`config.mk`:
```
export PLATFORM = sky130hd
export DESIGN_NAME = odo_front
export DESIGN_NICKNAME = d
export VERILOG_FILES = /design/src/hw/rtl/assert_macros.svh /design/src/hw/rtl/odo_pkg.sv /design/src/hw/rtl/odo_front.sv
export SDC_FILE = /design/constraint.sdc
export NUM_CORES = 1
export LEC_CHECK = 0
export ABC_AREA = 1
export BUFFER_PORTS_ARGS = -buffer_cell sky130_fd_sc_hd__buf_4
export CORE_MARGIN = 3
export CORE_UTILIZATION = 30
export DETAILED_ROUTE_END_ITERATION = 10
export PLACE_DENSITY_LB_ADDON = 0.2
export SKIP_LAST_GASP = 1
export SYNTH_ARGS = -nofsm -noshare
export SYNTH_HDL_FRONTEND = slang
export SYNTH_SLANG_ARGS = --single-unit
```
`constraint.sdc`:
```
create_clock -name i_clk -period 4.17 [get_ports i_clk]
set_clock_uncertainty 0.1 [all_clocks]
set_input_delay 0.417 -clock i_clk [delete_from_list [all_inputs] [get_ports i_clk]]
set_output_delay 0.417 -clock i_clk [all_outputs]
set_load 0.01 [all_outputs]
```
`src/hw/rtl/assert_macros.svh`:
```
// Assertion macros shared by the odometry RTL.
// Depends on nothing; users must have i_clk and i_rst_n in scope.
`ifndef ASSERT_MACROS_SVH
`define ASSERT_MACROS_SVH
`ifndef SYNTHESIS
`define ODO_ASSERT_IMP(lbl, ante, cons, msg) \
    lbl: assert property (@(posedge i_clk) disable iff (!i_rst_n) (ante) |-> (cons)) \
        else $error(msg);
`define ODO_ASSERT_NEXT(lbl, ante, cons, msg) \
    lbl: assert property (@(posedge i_clk) disable iff (!i_rst_n) (ante) |=> (cons)) \
        else $error(msg);
`else
`define ODO_ASSERT_IMP(lbl, ante, cons, msg)
`define ODO_ASSERT_NEXT(lbl, ante, cons, msg)
`endif
`endif

```
`src/hw/rtl/odo_pkg.sv`:
```
// Types, constants and tables for the differential drive odometry core.
// Used by every module of the block; depends on nothing.
package odo_pkg;

    localparam logic [15:0] TRACK_WIDTH_RESET = 16'd141;
    localparam logic [15:0] INTERVAL_RESET    = 16'd50;

    localparam logic [0:0] CFG_TRACK_WIDTH = 1'b0;
    localparam logic [0:0] CFG_INTERVAL    = 1'b1;

    localparam int QUEUE_DEPTH = 2;

    localparam int                 CORDIC_STEPS = 14;
    localparam logic signed [17:0] CORDIC_GAIN  = 18'sd19898;
    localparam logic [29:0]        INV_TWO_PI   = 30'd683565276;

    localparam int DIV_BITS  = 56;
    localparam int DIV_DEN   = 16;
    localparam int DIV_STEPS = 2;

    typedef enum logic [1:0] {
        KIND_HOLD,
        KIND_STRAIGHT,
        KIND_TURN
    } t_kind;

    typedef struct packed {
        logic [31:0]        now_ms;
        logic signed [15:0] left_speed;
        logic signed [15:0] right_speed;
    } t_in;

    typedef struct packed {
        logic signed [31:0] x_pos;
        logic signed [31:0] y_pos;
        logic [15:0]        heading;
        logic               pose_updated;
    } t_out;

    typedef struct packed {
        t_kind              kind;
        logic [31:0]        dt;
        logic signed [15:0] vl;
        logic signed [15:0] vr;
    } t_cmd;

    typedef struct packed {
        logic                  start;
        logic [DIV_BITS-1:0]   dividend;
        logic [DIV_DEN-1:0]    divisor;
    } t_div_req;

    typedef struct packed {
        logic        start;
        logic [15:0] angle;
    } t_cor_req;

    typedef enum logic [3:0] {
        S_IDLE,
        S_TNUM,
        S_QGO,
        S_QWAIT,
        S_DH1,
        S_DH2,
        S_RWAIT,
        S_TMUL,
        S_TSUM,
        S_SMUL,
        S_SWAIT,
        S_SPROD,
        S_SSUM,
        S_DONE
    } t_state;

    function automatic logic signed [17:0] cordic_atan(input logic [3:0] idx);
        logic signed [17:0] v;
        case (idx)
            4'd0:    v = 18'sd8192;
            4'd1:    v = 18'sd4836;
            4'd2:    v = 18'sd2555;
            4'd3:    v = 18'sd1297;
            4'd4:    v = 18'sd651;
            4'd5:    v = 18'sd326;
            4'd6:    v = 18'sd163;
            4'd7:    v = 18'sd81;
            4'd8:    v = 18'sd41;
            4'd9:    v = 18'sd20;
            4'd10:   v = 18'sd10;
            4'd11:   v = 18'sd5;
            4'd12:   v = 18'sd3;
            4'd13:   v = 18'sd1;
            default: v = 18'sd0;
        endcase
        return v;
    endfunction

endpackage

```
`src/hw/rtl/odo_front.sv`:
```
// Front end: takes input words, holds configuration and the last update time,
// and classifies each word into a hold, straight or turn command. Uses odo_pkg.
module odo_front (
    input  logic               i_clk,
    input  logic               i_rst_n,
    input  logic               i_in_valid,
    output logic               o_in_stall,
    input  odo_pkg::t_in       i_in_data,
    input  logic               i_cfg_we,
    input  logic [0:0]         i_cfg_idx,
    input  logic [15:0]        i_cfg_data,
    input  logic               i_q_full,
    output logic               o_push,
    output odo_pkg::t_cmd      o_cmd,
    output logic [15:0]        o_track
);

    logic [15:0] r_track;
    logic [15:0] r_interval;
    logic [31:0] r_last_ms;
    logic [31:0] dt;
    logic        upd;

    assign o_in_stall = i_q_full;
    assign o_push     = i_in_valid && !i_q_full;
    assign dt         = i_in_data.now_ms - r_last_ms;
    assign upd        = dt >= {16'd0, r_interval};
    assign o_track    = (r_track == 16'd0) ? 16'd1 : r_track;

    always_comb begin
        o_cmd.dt = dt;
        o_cmd.vl = i_in_data.left_speed;
        o_cmd.vr = i_in_data.right_speed;
        if (!upd) begin
            o_cmd.kind = odo_pkg::KIND_HOLD;
        end else if (i_in_data.left_speed == i_in_data.right_speed) begin
            o_cmd.kind = odo_pkg::KIND_STRAIGHT;
        end else begin
            o_cmd.kind = odo_pkg::KIND_TURN;
        end
    end

    always_ff @(posedge i_clk) begin
        if (!i_rst_n) begin
            r_track    <= odo_pkg::TRACK_WIDTH_RESET;
            r_interval <= odo_pkg::INTERVAL_RESET;
            r_last_ms  <= 32'd0;
        end else begin
            if (i_cfg_we) begin
                unique case (i_cfg_idx)
                    odo_pkg::CFG_TRACK_WIDTH: r_track    <= i_cfg_data;
                    odo_pkg::CFG_INTERVAL:    r_interval <= i_cfg_data;
                endcase
            end
            if (o_push && upd) begin
                r_last_ms <= i_in_data.now_ms;
            end
        end
    end

endmodule

```
# Yosys cells after proc, flatten, opt, wreduce, memory -nomap -nowiden
# Cells that the tools add are included.
[totals] register_bits=64 input_bits=86 wordCells=16
[classes] addsub=1 magnitude_cmp=1 eq_ne=1 mux=3 n_bitwise=1 reduce_logical=6
[ops] cell="32-bit by 16-bit greater-or-equal comparator with 1-bit output" count=1
[ops] cell="32-bit subtractor" count=1
[ops] cell="16-bit == test" count=1
[ops] cell="16-bit logical NOT" count=1
[ops] cell="16-bit 2-to-1 mux" count=1
[ops] cell="2-bit 2-to-1 mux" count=2
[ops] cell="2-bit AND reduction" count=2
[ops] cell="1-bit logical AND" count=2
[ops] cell="1-bit logical NOT" count=1
[ops] cell="1-bit NOT" count=1

# Longest topological paths before layout
[logic_depth] ltp_word=3 ltp_mapped=27

# Worst setup path before layout
# Ideal clock, no wire load.
[synth_timing] path_type="input to output" startpoint="input i_in_data[32] (netlist name)" endpoint="output o_cmd[64] (netlist name)" t_arrival_ns=2.876 path_slack_ns=0.777 cell_stages=18 path_buffers=0 cell_sequence="inv_1 -> ha_1 -> fa_1 -> inv_1 -> nand3_1 -> nand3_2 -> nand2_1 -> nand3_2 -> xor2_1 -> ha_1 -> inv_1 -> nor3_1 -> a211oi_1 -> nand2_1 -> nor2_1 -> nand4_1 -> nor2_2 -> a21boi_0"
[synth_lines] item="start: declaration" line_no="odo_front.sv:8" text="input odo_pkg::t_in i_in_data,"
[synth_lines] item="end: declaration" line_no="odo_front.sv:14" text="output odo_pkg::t_cmd o_cmd,"

==> summary by stage <==
Status
The run finished with clean final reports.

Setup path
The critical-path cell with the highest stage delay is ha_2. The critical path is of the flop to output pin type. The sort of element at the start of the critical path is a flop. The most repeated library cell on the critical path is nand2_1. The element type at the critical path end is an output pin. The critical register-to-register path startpoint is r_last_ms[9]. The largest fanout of any net on the critical path is 4. The peak per-stage delay on the critical path is 0.41 ns. The launching instance or port of the critical path is r_last_ms[9].

Data on the critical path arrives at its endpoint at 3.43 ns. Walking the worst path, the cells encountered are inv_1 > ha_2 > nand2_2 > nor2_1 > nand3_1 > nand3_4 > xor2_1 > ha_1 > inv_1 > nor3_1 > nor3_1 > nand2_1 > nand2_1 > nand2_1 > nor2_2 > nand4_1 > nor2_4 > a21boi_0 > buf_4. At the worst endpoint, the required time is 3.65 ns.

Logic synthesis
The netlist uses 39 different library cells. The proportion of synthesized chip area in sequential cells is 20.8%. The synthesized netlist occupies a cell area of 6170 um2.

The mux cell area share after synthesis is 0%. The count of state elements after synthesis is 64. The largest total area in the synthesized netlist belongs to dfxtp_1. The combinational family with the most area after synthesis is simple AND/OR/NAND/NOR gates. During synthesis, Yosys emitted a total of 0 warnings.

The synthesized netlist devotes slightly below 10% of its cell area to compound gates. A synthesized cell averages 6.11 um2. When the netlist entered floorplanning its net count stood at 1144.

The top cell type by area accounts for 20.8% of the synthesized area. The share of the synthesized netlist area taken by xor and xnor gates is between 4 and 5%. In the post-synthesis netlist, the biggest area contributors are dfxtp_1, nand2_1, inv_1. The post-synthesis instance total is 1010. Summing the areas of all fa, ha and maj instances in the mapped netlist gives 9.85% of the synthesized area. The post-synthesis simple-gate area fraction is 36.2%.

Worst hold path
The hold path startpoint is i_cfg_data[7]. The tightest min-delay check is of the input port to flop type.

Cells and area
The top cell types in the final layout, fill and taps aside, are nand2_1, inv_1, buf_4. The layout has roughly 2200 filler cells. In the final layout, flip-flops and latches occupy 1280 um2. The repair_antennas step left the layout with diodes totalling 0. The area growth from synthesis to layout is 28.7%. For this run, the number of standard cells in the final layout without fillers is 1400. The area occupied by multi-input gates is 3890 um2. The most common cell after layout, fill and taps aside is nand2_1. In the final layout, the share of cells above drive strength 1 is 25.1%. The final net count is 1264.

Floorplan
The floorplan step set the die height to ~150 um. The die footprint is 22300 um2. The site row count is 51.

The initial utilization of the core area, before any placement, comes to 31.1%. The area of the placeable core is around 20000 um2. The die is 149 um wide. The top-level I/O count is 170.

GRT
Entering global routing, the biggest net connects 65 pins. Summed over all layers, the global routing overflow is 0. The first global-routing pass estimated 29.6 mm of wire. The met1 track demand over resource in global routing is 21.4%.

The number of global-route vias before repair is 5889. The most utilized layer in the global route result is met2. The met2 demand-to-capacity share in global routing is between 20 and 30%. The met3 track utilization from global routing is 3.30%. The global-route usage over all layers is 16.6%. The initial antenna violation count is 0.

Place
The setup slack after placement is 0.0965 ns. The final RePlAce weighted congestion is between 0.8 and 0.9. In this run, placement finished with an instance count of 1380.

In this run the tool buffered the top-level ports with 169 buffer cells. The HPWL after detailed placement is roughly 15 mm.

Power
In this run switching power makes up between 30 and 40% of total power. The clock network power share is 33.1%. The internal power contribution is 1.64 mW. The sequential share of power is 26.2%. The combinational cell fraction of total power is 40.7%. IR analysis of the VDD net gives a maximum drop of between 0.15 and 0.2 mV. The switching power is 934 uW. In this run the power density over the cells is 324 nW/um2. The analysis attributes to cell leakage a power of roughly 4.2 nW.

Clock network
In this run, CTS created clock tree buffers numbering 9. For this design, the CTS-stage hold fixing added 0 buffers. The clock tree root driver cell is clkbuf_16.

The CTS tree is built. The clock latency of the later-clocked register in the worst-skew pair is roughly 0.35 ns. Clock-pin slew was measured on the worst setup and hold paths at 0.06 ns. The number of sinks handled by clock tree synthesis is 64.

Counting along the longest clock path gives a buffer depth of 2. The H-tree generated during clock tree synthesis spans 3 levels.

Timing
Setup violations remaining at the end of the flow were counted as 0. The period utilization is 94.7%. For the pin with the worst max-slew slack, the measured transition is 0.735 ns. The worst pin sits at a relative slew slack of 50.9%. The post-route minimum period is 3.95 ns. The final hold violation count was 0. The highest achievable clock rate is 253 MHz. The max-slew violation total from the final report is 0.

The post-layout worst setup margin is 0.220 ns.

Route
The routed length per instance is 13.3 um. The count of TritonRoute iterations in the first routing pass is 5. In this run, the number of DRC markers left after iteration 0 of detailed routing was 312. After detailed routing, the number of vias per cell comes to 4.45.

In the routed design, unresolved DRC markers number 0. Detailed routing inserted a total of 6234 vias. Wires add up to 18.6 mm. The count of antenna-violating nets left after detailed routing is 0.

Job
Across the run, the number of max-cap violations was 0.
cell families after synthesis:
logic type / after synthesis
buffers and inverters: 268
AO/OA/AOI/OAI: 112
XOR/XNOR: 30
adder cells (fa/ha/maj): 48
AND/OR/NAND/NOR: 488
flip-flops: 64
cell usage after synthesis:
library cell and count:
nand2_1 259, inv_1 192, nor2_1 102, a21oi_1 67, dfxtp_1 64, ha_1 47
nand3_1 40, buf_4 33, nand3_2 33, o21ai_0 30, clkbuf_1 23, xor2_1 20
nor3_1 11, xnor2_1 10, nor2_2 9, nand2_2 8, buf_2 6, buf_6 6
nand4_1 6, nor4_1 6, and2_1 4, buf_1 4, inv_2 4, o21bai_1 4
nand3b_1 3, nor2_4 3, o211ai_1 3, a21oi_2 2, a211oi_1 1, a21boi_0 1
a21o_1 1, a31oi_1 1, a41o_1 1, and3_1 1, fa_1 1, nand2_4 1
nor4b_1 1, o21a_1 1, or2_2 1
what timing repair did:
item / in CTS / in global routing
buffers inserted: 0 / 4
endpoints found under the setup margin: 2 / 2
pin swaps: 0 / 7
resized for setup: 2 / 33
worst paths after layout:
kind	end	slack, ns	cells after the start
worst max-delay path	o_cmd[64]	0.22	19
worst min-delay path	r_track[7]	0.20	3
worst max register to register	r_last_ms[4]	0.45	22
worst min register to register	r_interval[6]	0.36	2
worst max-delay path: cells and delay by family (launching register included):
| family | cells | cell delay, ns |
|---|---|---|
| and+or+nand+nor | 12 | 1.40 |
| adders and majority gates | 2 | 0.70 |
| xor gates and xnor gates | 1 | 0.26 |
| AOI/OAI and AO/OA | 1 | 0.10 |
| buffers and inverters | 3 | 0.28 |
| DFF | 1 | 0.33 |
per-layer routing:
layer / share of wire (%) / vias up
li1: - / 3308
met1: 46 / 2746
met2: 47 / 165
met3: 5.8 / 15
met4: 1.5 / 0
met5: 0 / -
sequential cells by signal, indices dropped and copies added (netlist names):
register,count
r_last_ms,32
r_track,16
r_interval,16
layout make-up:
class,instances,area share [%]
tap,265,4.17
multi-input combinational,678,49.0
sequential,64,16.1
clock inverter,6,1.17
inverter,196,9.26
clock buffer,10,3.01
timing repair buffer,181,17.3
stage by stage:
stage | cell area (um2) | TNS [ns] | util, % | total power, mW | hold WS [ns]
after floorplan | 6170 | 0 | - | 1.31 | 0.335
after global placement | 7410 | 0 | 37.3 | 1.69 | 0.360
after detailed placement | 7410 | 0 | 37.3 | 1.70 | 0.354
after CTS | 7750 | 0 | 39.1 | 2.57 | 0.183
after global routing | 7950 | -0.0115 | 40.0 | 2.76 | 0.196
final | 7950 | 0 | 40.0 | 2.57 | 0.196
power groups by stage:
stage / Sequential (mW) / Clock (mW) / Combinational (mW)
2_1_floorplan: 0.681 / 0 / 0.626
3_3_place_gp: 0.688 / 0 / 1.00
3_5_place_dp: 0.687 / 0 / 1.01
4_1_cts: 0.674 / 0.876 / 1.02
5_1_grt: 0.679 / 0.900 / 1.18
6_report: 0.674 / 0.851 / 1.05
(Power assumes the default switching activity.)
