--- src/hw/rtl/assert_macros.svh ---
// Assertion macros shared by the odometry RTL.
// Depends on nothing; users must have i_clk and i_rst_n in scope.
`ifndef ASSERT_MACROS_SVH
`define ASSERT_MACROS_SVH
`ifndef SYNTHESIS
`define ODO_ASSERT_IMP(lbl, ante, cons, msg) \
    lbl: assert property (@(posedge i_clk) disable iff (!i_rst_n) (ante) |-> (cons)) \
        else $error(msg);
`define ODO_ASSERT_NEXT(lbl, ante, cons, msg) \
    lbl: assert property (@(posedge i_clk) disable iff (!i_rst_n) (ante) |=> (cons)) \
        else $error(msg);
`else
`define ODO_ASSERT_IMP(lbl, ante, cons, msg)
`define ODO_ASSERT_NEXT(lbl, ante, cons, msg)
`endif
`endif

--- src/hw/rtl/odo_pkg.sv ---
// Types, constants and tables for the differential drive odometry core.
// Used by every module of the block; depends on nothing.
package odo_pkg;

    localparam logic [15:0] TRACK_WIDTH_RESET = 16'd141;
    localparam logic [15:0] INTERVAL_RESET    = 16'd50;

    localparam logic [0:0] CFG_TRACK_WIDTH = 1'b0;
    localparam logic [0:0] CFG_INTERVAL    = 1'b1;

    localparam int QUEUE_DEPTH = 2;

    localparam int                 CORDIC_STEPS = 14;
    localparam logic signed [17:0] CORDIC_GAIN  = 18'sd19898;
    localparam logic [29:0]        INV_TWO_PI   = 30'd683565276;

    localparam int DIV_BITS  = 56;
    localparam int DIV_DEN   = 16;
    localparam int DIV_STEPS = 2;

    typedef enum logic [1:0] {
        KIND_HOLD,
        KIND_STRAIGHT,
        KIND_TURN
    } t_kind;

    typedef struct packed {
        logic [31:0]        now_ms;
        logic signed [15:0] left_speed;
        logic signed [15:0] right_speed;
    } t_in;

    typedef struct packed {
        logic signed [31:0] x_pos;
        logic signed [31:0] y_pos;
        logic [15:0]        heading;
        logic               pose_updated;
    } t_out;

    typedef struct packed {
        t_kind              kind;
        logic [31:0]        dt;
        logic signed [15:0] vl;
        logic signed [15:0] vr;
    } t_cmd;

    typedef struct packed {
        logic                  start;
        logic [DIV_BITS-1:0]   dividend;
        logic [DIV_DEN-1:0]    divisor;
    } t_div_req;

    typedef struct packed {
        logic        start;
        logic [15:0] angle;
    } t_cor_req;

    typedef enum logic [3:0] {
        S_IDLE,
        S_TNUM,
        S_QGO,
        S_QWAIT,
        S_DH1,
        S_DH2,
        S_RWAIT,
        S_TMUL,
        S_TSUM,
        S_SMUL,
        S_SWAIT,
        S_SPROD,
        S_SSUM,
        S_DONE
    } t_state;

    function automatic logic signed [17:0] cordic_atan(input logic [3:0] idx);
        logic signed [17:0] v;
        case (idx)
            4'd0:    v = 18'sd8192;
            4'd1:    v = 18'sd4836;
            4'd2:    v = 18'sd2555;
            4'd3:    v = 18'sd1297;
            4'd4:    v = 18'sd651;
            4'd5:    v = 18'sd326;
            4'd6:    v = 18'sd163;
            4'd7:    v = 18'sd81;
            4'd8:    v = 18'sd41;
            4'd9:    v = 18'sd20;
            4'd10:   v = 18'sd10;
            4'd11:   v = 18'sd5;
            4'd12:   v = 18'sd3;
            4'd13:   v = 18'sd1;
            default: v = 18'sd0;
        endcase
        return v;
    endfunction

endpackage

--- src/hw/rtl/odo_queue.sv ---
// Short command queue between the front end and the back end.
// Uses odo_pkg for the command type.
module odo_queue #(
    parameter int DEPTH = odo_pkg::QUEUE_DEPTH
) (
    input  logic           i_clk,
    input  logic           i_rst_n,
    input  logic           i_push,
    input  odo_pkg::t_cmd  i_cmd,
    input  logic           i_pop,
    output odo_pkg::t_cmd  o_head,
    output logic           o_empty,
    output logic           o_full
);

    localparam int PW = (DEPTH > 1) ? $clog2(DEPTH) : 1;
    localparam int CW = $clog2(DEPTH + 1);

    odo_pkg::t_cmd r_mem [DEPTH];
    logic [PW-1:0] r_wr;
    logic [PW-1:0] r_rd;
    logic [CW-1:0] r_count;
    logic          wr_en;
    logic          rd_en;

    assign o_full  = (r_count == CW'(DEPTH));
    assign o_empty = (r_count == '0);
    assign wr_en   = i_push && !o_full;
    assign rd_en   = i_pop && !o_empty;
    assign o_head  = r_mem[r_rd];

    always_ff @(posedge i_clk) begin
        if (wr_en) begin
            r_mem[r_wr] <= i_cmd;
        end
    end

    always_ff @(posedge i_clk) begin
        if (!i_rst_n) begin
            r_wr    <= '0;
            r_rd    <= '0;
            r_count <= '0;
        end else begin
            if (wr_en) begin
                r_wr <= (r_wr == PW'(DEPTH - 1)) ? '0 : r_wr + 1'b1;
            end
            if (rd_en) begin
                r_rd <= (r_rd == PW'(DEPTH - 1)) ? '0 : r_rd + 1'b1;
            end
            if (wr_en && !rd_en) begin
                r_count <= r_count + 1'b1;
            end else if (rd_en && !wr_en) begin
                r_count <= r_count - 1'b1;
            end
        end
    end

endmodule

--- config.mk ---
export PLATFORM = sky130hd
export DESIGN_NAME = odo_queue
export DESIGN_NICKNAME = d
export VERILOG_FILES = /design/src/hw/rtl/assert_macros.svh /design/src/hw/rtl/odo_pkg.sv /design/src/hw/rtl/odo_queue.sv
export SDC_FILE = /design/constraint.sdc
export NUM_CORES = 1
export LEC_CHECK = 0
export ABC_AREA = 1
export BUFFER_PORTS_ARGS = -buffer_cell sky130_fd_sc_hd__buf_2
export CAP_MARGIN = 10
export CORE_ASPECT_RATIO = 1.25
export CORE_MARGIN = 8
export CORE_UTILIZATION = 47
export DETAILED_ROUTE_END_ITERATION = 8
export HOLD_SLACK_MARGIN = 0.05
export MAX_ROUTING_LAYER = met4
export PLACE_DENSITY = 0.73
export SYNTH_ARGS = -nofsm -noshare
export SYNTH_HDL_FRONTEND = slang
export SYNTH_SLANG_ARGS = --single-unit
export TNS_END_PERCENT = 30
--- constraint.sdc ---
create_clock -name i_clk -period 5.2 [get_ports i_clk]
set_clock_uncertainty 0.05 [all_clocks]
set_input_delay 0 -clock i_clk [delete_from_list [all_inputs] [get_ports i_clk]]
set_output_delay 0 -clock i_clk [all_outputs]
set_load 0.05 [all_outputs]
### Word level (Yosys, flattened, before mapping)

Memories as Yosys holds them, arrays and structs flattened. A register that Yosys moved wholly into a read port is not among the register bits.
Cells that the tools add are included.

* bits in registers: 4
* bits in writable memories: 132
* logic and storage cells: 27
* memories kept: 1

Memories
* r_mem: depth 2, bits a word 66, rd ports 1, clocked after Yosys merged registers in 1, write ports 1, RTL line odo_queue.sv:19 `odo_pkg::t_cmd r_mem [DEPTH];`

* add/subtract/negate cells: 4
* equality and inequality tests: 1
* multiplexer cells: 8
* reduce and logical (&&, ||, !) cells: 10

Operators with widths (number)
* two-way mux 1 bit: 6
* logical AND 1 bit: 4
* logical NOT 1 bit: 4
* two-way mux 2 bit: 2
* adder 1 bit, second input constant: 2
* adder 2 x 1 -> 2 bit, second input constant: 1
* == test 2 bit, second input constant: 1
* logical NOT 2 bit: 1
* nonzero test 2 bit: 1
* subtractor 2 x 1 -> 2 bit, second input constant: 1

### Depth between registers and ports, before layout

Gate-level depths: netlist (run 1).

* depth after elaboration: 7
* mapped depth: 10

### Worst setup path before layout (run 1)

OpenSTA, ideal clock, no wires.

* path type: reg-to-reg
* start: reg r_count[0]
* end: mem r_mem[0][0] (netlist name), enable pin
* arrival: 3.254 ns
* required time: 4.660 ns
* slack: 1.406 ns
* cell stages (with the launch flop): 3
* path buffers: 0
* period minus slack after synthesis: 3.794 ns
* path through: dfxtp_1 > o21ai_1 > nor2_1

* word-level cells in the longest chain between the ends: 5

Ends and longest elaborated chain
* start: declaration: RTL line odo_queue.sv:22 `logic [CW-1:0] r_count;`
* start signal: assignment: RTL line odo_queue.sv:51 `r_count <= r_count + 1'b1;`
* start signal: assignment: RTL line odo_queue.sv:53 `r_count <= r_count - 1'b1;`
* == test 2 bit: RTL line odo_queue.sv:26 `assign o_full = (r_count == CW'(DEPTH));`
* logical NOT 1 bit: RTL line odo_queue.sv:28 `assign wr_en = i_push && !o_full;`
* logical AND 1 bit: RTL line odo_queue.sv:28
* two-way mux 1 bit: RTL line odo_queue.sv:33 `if (wr_en) begin`
* two-way mux 1 bit (implied by the code): RTL line odo_queue.sv:34 `r_mem[r_wr] <= i_cmd;`
* end: declaration: RTL line odo_queue.sv:19

Every way passes these cells.

### Worst setup path in the final report (run 1)

* start: reg r_count[0]
* end: mem r_mem[1][34] (netlist name), enable pin

The elaborated chain is that of the path after synthesis.

==> run summary, run 1 <==
Syn-to-layout area delta: 40.50%
Skew-Pair Late Insertion Delay: 400 ps
Max clock buf depth: 2
total gr overflow: 0
worst slew pin tran: 1075 ps
layout cell share with drive strength beyond 1: 48.85%
static leakage: 2.869 nW
post-CTS resize count: 0
root buffer cell: clkbuf_16
drt via density: 4.739
DIE WIDTH: 109.8 um
global-route wire length before repair: 16.22 mm
final wirelength: 10.18 mm
drt pass-1 iters: 4
GRT Overall Usage: 15.06%
top-area cell type share of the netlist area: 76.74%
commonest non-fill, non-tap cell in the layout: buf_2
CP max stage delay: 690 ps
synthesized area: 5165 um^2
Final Hold Vio Count: 0
Cell Count, Final, Fillers Out: 612
CTS tree: done
Synth area leader: edfxtp_1
IO Port Bufs: 137
Overall Power: 3.845 mW
placed cell areas: 5987 um^2
die height: 133.2 um
Final HPWL DP: 6.478 mm
post-synthesis async set-or-reset flop share: 0%
Setup Fix Bufs, Post-CTS: 0
total CTS buffers: 17
initial core utilization: 47.29%
YS warnings: 0
Hold WS: 95.03 ps
Synth area leaders: edfxtp_1 77%, mux2_4 12%, mux2_2 5.7%, dfxtp_1 1.9%, buf_6 1.1%
sequential fraction of the synthesis area: 78.68%
fillcell total: 733
final setup fails: 0
Slew headroom: 28.36%
syn_area_per_cell: 21.25 um^2
ys flop type: edfxtp_1
Antenna diodes: 0
minimum clock period after layout: 2332 ps
Max Clk Rate: 428.8 MHz
FP Rows: 43
Gate Count Post-Synth: 243
Slowest-stage cell, CP: nor2_4
setup TNS: 0 ps
placed cells: 510
area of the core: 10920 um^2
CP endpoint kind: flop
die area: 14620 um^2
EDFF count, synth: 132
worst setup path class: flop to flop
outcome: finished clean
CP Launch Type: flop
pin count of the biggest net entering global routing: 67
initial drt markers: 114
Critical Path RT: 5190 ps
unique cell type count in the Yosys netlist: 15
initial antenna violation count: 0
Final Max Tran Viols: 0
CTS Hold Buffers Added: 70
clock sink count: 137
H-tree depth: 4
RSZ-0062 raised after global routing: false
placer congestion estimate: 0.6838
crit-path cells: o21ai_1 -> nor2_4 -> buf_4
Max-Cap Viols: 0
CP max FO: 38
Hold WC Path Type: primary input to flop
Syn Nets: 314
fin area: 7257 um^2
post-synthesis sequential element count: 137
Worst IR Drop VDD: 0.4267 mV
# nets final: 535
DR vias: 2900
DRC Markers: 0
Worst Path Arrival: 2320 ps
post-route antenna net violation count: 0
clock transition at the registers of the reported paths: 50 ps
I/O pins: 138
most frequent cells in the layout: 137 x buf_2, 132 x edfxtp_1, 70 x dlygate4sd3_1
drt wl/cell: 16.63 um
Power Dens Cells: 529.8 nW/um^2
vias in the first global route: 3284
crit share post-route: 44.85%
## critical path: cells and delay by family (launching register included)
| family | cells | cell delay [ps] |
|---|---|---|
| DFF | 1 | 400 |
| buffers and inverters | 1 | 580 |
| AOI/OAI and AO/OA | 1 | 220 |
| and+or+nand+nor | 1 | 690 |
## final timing paths
path,start,to,slack [ps],cells past startpoint
max,r_count[0],r_mem[1][34],2870,3
min,i_push,r_wr,100,4
max reg2reg,r_count[0],r_mem[1][34],2870,3
min reg2reg,r_rd,r_rd,470,2
## cells by family after synthesis
group / count (synthesis) / share of synthesized area (%)
adder cells (fa/ha/maj): 1 / 0.2422
flip-flops: 137 / 78.68
AO/OA/AOI/OAI: 4 / 0.3874
buffers and inverters: 16 / 1.938
AND/OR/NAND/NOR: 19 / 1.453
multiplexers: 66 / 17.30
## final cells by class
cell class / instances / area (um^2) / share of cell area [%]
Sequential cell: 137 / 4068 / 56.05
Tap cell: 135 / 168.9 / 2.328
Inverter: 9 / 33.78 / 0.4655
Clock buffer: 21 / 440.4 / 6.069
Timing Repair Buffer: 209 / 1401 / 19.31
Multi-Input combinational cell: 90 / 1016 / 14.00
Clock inverter: 11 / 128.9 / 1.776
## where the power goes
group	leakage, nW	internal [mW]	switching (mW)
logic	1.32	0.389	0.804
clock network	0.277	0.744	0.399
registers	1.27	1.40	0.108
## sequential cells by signal (all words and copies together), names as in the netlist, named ones only
register  count
r_rd          1
r_wr          1
r_count       2
r_mem       132
## routing by layer
metal | wire [um] | vias up | global-route usage, %
met5 | 0 | - | -
met4 | 142 | 0 | 5.719
met3 | 665 | 13 | 4.350
met2 | 5356 | 104 | 25.29
met1 | 4012 | 1408 | 16.34
li1 | - | 1375 | -
## synthesized netlist by cell type, types with 2 or more instances
| library cell | instances |
|---|---|
| nand2_1 | 6 |
| nor2_1 | 11 |
| o21ai_0 | 2 |
| buf_6 | 5 |
| dfxtp_1 | 5 |
| inv_1 | 9 |
| edfxtp_1 | 132 |
| mux2_2 | 26 |
| mux2_4 | 40 |
| buf_2 | 2 |
## through the flow
| step | util [%] | worst slack [ps] |
|---|---|---|
| 6_report | 66.45 | 2868 |
| 5_1_grt | 66.45 | 2713 |
| 4_1_cts | 66.45 | 2817 |
| 3_5_place_dp | 54.82 | 2829 |
| 3_3_place_gp | 54.82 | 2908 |
| 2_1_floorplan | - | 1406 |
No activity file was read; power rests on OpenSTA's default activity.
==> run 2: changes to the inputs <==
--- a/config.mk
+++ b/config.mk
@@ -14,7 +14,7 @@
 export DETAILED_ROUTE_END_ITERATION = 8
 export HOLD_SLACK_MARGIN = 0.05
 export MAX_ROUTING_LAYER = met4
-export PLACE_DENSITY = 0.73
+export PLACE_DENSITY = 0.75
 export SYNTH_ARGS = -nofsm -noshare
 export SYNTH_HDL_FRONTEND = slang
 export SYNTH_SLANG_ARGS = --single-unit
==> constraint.sdc (replaced) <==
create_clock -name i_clk -period 2 [get_ports i_clk]
set_clock_uncertainty 0.05 [all_clocks]
set_input_delay 0 -clock i_clk [delete_from_list [all_inputs] [get_ports i_clk]]
set_output_delay 0 -clock i_clk [all_outputs]
set_load 0.05 [all_outputs]
==> run summary, run 2 (synthesis gave the netlist of run 1 again) <==
outcome: finished clean
Syn-to-layout area delta: 43.75%
placer congestion estimate: 0.6920 (+1.2%)
drt via density: 4.759 (+0.42%)
global-route wire length before repair: 16.04 mm (-1.1%)
Worst IR Drop VDD: 0.8503 mV (+99%)
Worst Path Arrival: 1800 ps (-520 ps)
fillcell total: 756 (+3.1%)
H-tree depth: 4 (unchanged)
CP max FO: 24 (-37%)
most frequent cells in the layout: 137 x buf_2, 132 x edfxtp_1, 68 x dlygate4sd3_1
IO Port Bufs: 137 (unchanged)
Max-Cap Viols: 0 (unchanged)
Power Dens Cells: 1432 nW/um^2 (+170%)
DRC Markers: 0 (unchanged)
most flop-heavy register: r_mem
vias in the first global route: 3244 (-1.2%)
DR vias: 2917 (+0.59%)
drt pass-1 iters: 4 (unchanged)
Skew-Pair Late Insertion Delay: 400 ps (about the same)
biggest regs: r_mem x132, r_count x2
total CTS buffers: 17 (unchanged)
die height: 133.2 um (unchanged)
FP Rows: 43 (unchanged)
minimum clock period after layout: 1845 ps
Antenna diodes: 0 (unchanged)
Critical Path RT: 1950 ps (-3240 ps)
GRT Overall Usage: 14.91% (-0.14 points)
Setup Fix Bufs, Post-CTS: 0 (unchanged)
pin count of the biggest net entering global routing: 67 (unchanged)
total gr overflow: 0 (unchanged)
drt wl/cell: 16.76 um (+0.81%)
worst slew pin tran: 365.4 ps (-709.2 ps)
DIE WIDTH: 109.8 um (unchanged)
Final HPWL DP: 6.608 mm (+2.0%)
clock sink count: 137 (unchanged)
initial core utilization: 47.29% (unchanged)
RSZ-0062 raised after global routing: false
area of the core: 10920 um^2 (unchanged)
clock transition at the registers of the reported paths: 50 ps (about the same)
die area: 14620 um^2 (unchanged)
Hold WC Path Type: primary input to flop
I/O pins: 138 (unchanged)
CP max stage delay: 540 ps (-150 ps)
CP endpoint kind: output port
Max clock buf depth: 2 (unchanged)
post-route antenna net violation count: 0 (unchanged)
crit share post-route: 92.27%
Slew headroom: 75.64% (+47 points)
Max Clk Rate: 541.9 MHz
crit-path cells: buf_12 -> mux2_2 -> buf_2
Final Hold Vio Count: 0 (unchanged)
Slowest-stage cell, CP: dfxtp_4
worst setup path class: flop to output port
final wirelength: 10.28 mm (+0.97%)
Hold WS: 51.14 ps (-43.90 ps)
initial drt markers: 75 (-34%)
Final Max Tran Viols: 0 (unchanged)
commonest non-fill, non-tap cell in the layout: buf_2
# nets final: 536 (+0.19%)
layout cell share with drive strength beyond 1: 50.21% (+1.4 points)
setup TNS: 0 ps (unchanged)
initial antenna violation count: 0 (unchanged)
static leakage: 2.939 nW (+2.4%)
root buffer cell: clkbuf_16
Overall Power: 10.63 mW (+180%)
placed cell areas: 6060 um^2 (+1.2%)
final setup fails: 0 (unchanged)
fin area: 7425 um^2 (+2.3%)
CP Launch Type: flop
CTS tree: done
Largest register FFs: 132 (unchanged)
## run 2: changes by cell type in the layout (fill, tap and decap cells not counted), moves of 2 or more
cell | previous run | this run
buf_12 | 0 | 4
bufinv_16 | 3 | 7
clkinv_2 | 4 | 1
clkbuf_1 | 4 | 2
dlygate4sd3_1 | 70 | 68
## run 2: area by class of cell
cell class | instances | area, um^2 | share of cell area (%)
clock buffer | 19 | 432.9 | 5.831
clock inverter | 13 | 247.7 | 3.337
inverter | 9 | 33.78 | 0.4550
multi-input combinational | 90 | 1020 | 13.73
sequential | 137 | 4068 | 54.79
tap | 135 | 168.9 | 2.275
timing repair buffer | 210 | 1454 | 19.58
## run 2: final timing paths
path	start	to	slack, ps	cells after the start
worst max register to register	r_count[1]	r_count[1]	310	9
worst min register to register	r_rd	r_rd	460	2
worst max-delay path	flop	o_head[44]	150	3
worst min-delay path	i_push	r_wr	50	5
## run 2: timing repair
action                                  CTS  global route
resized for setup                         0             1
hold buffers                             68             0
endpoints found under the setup margin    0             1
endpoints found under the hold margin   137             0
## run 2: worst max-delay path, delay by kind of cell, from the launching register on
kind | cells | cell delay (ps)
flops | 1 | 540
buf+inv | 2 | 480
mux | 1 | 380
## run 2: stage by stage
stage          cells  worst slack [ps]  util, %
2_1_floorplan    243            -708.2        -
5_1_grt          613             71.04    67.98
6_report         613             154.5    67.98
3_5_place_dp     513             157.7    55.48
4_1_cts          613             118.3    67.95
3_3_place_gp     513             354.1    55.48
## run 2: layer usage
layer	wire length, um	up-vias	track usage (%)
li1	-	1381	-
met1	4136	1433	16.04
met2	5430	95	25.25
met3	590	8	4.060
met4	119	0	5.944
met5	0	-	-
## run 2: power breakdown
| part | switching [mW] | internal, mW |
|---|---|---|
| clock | 1.10 | 2.46 |
| combinational | 2.23 | 1.05 |
| sequential | 0.160 | 3.63 |
| total | 3.49 | 7.15 |
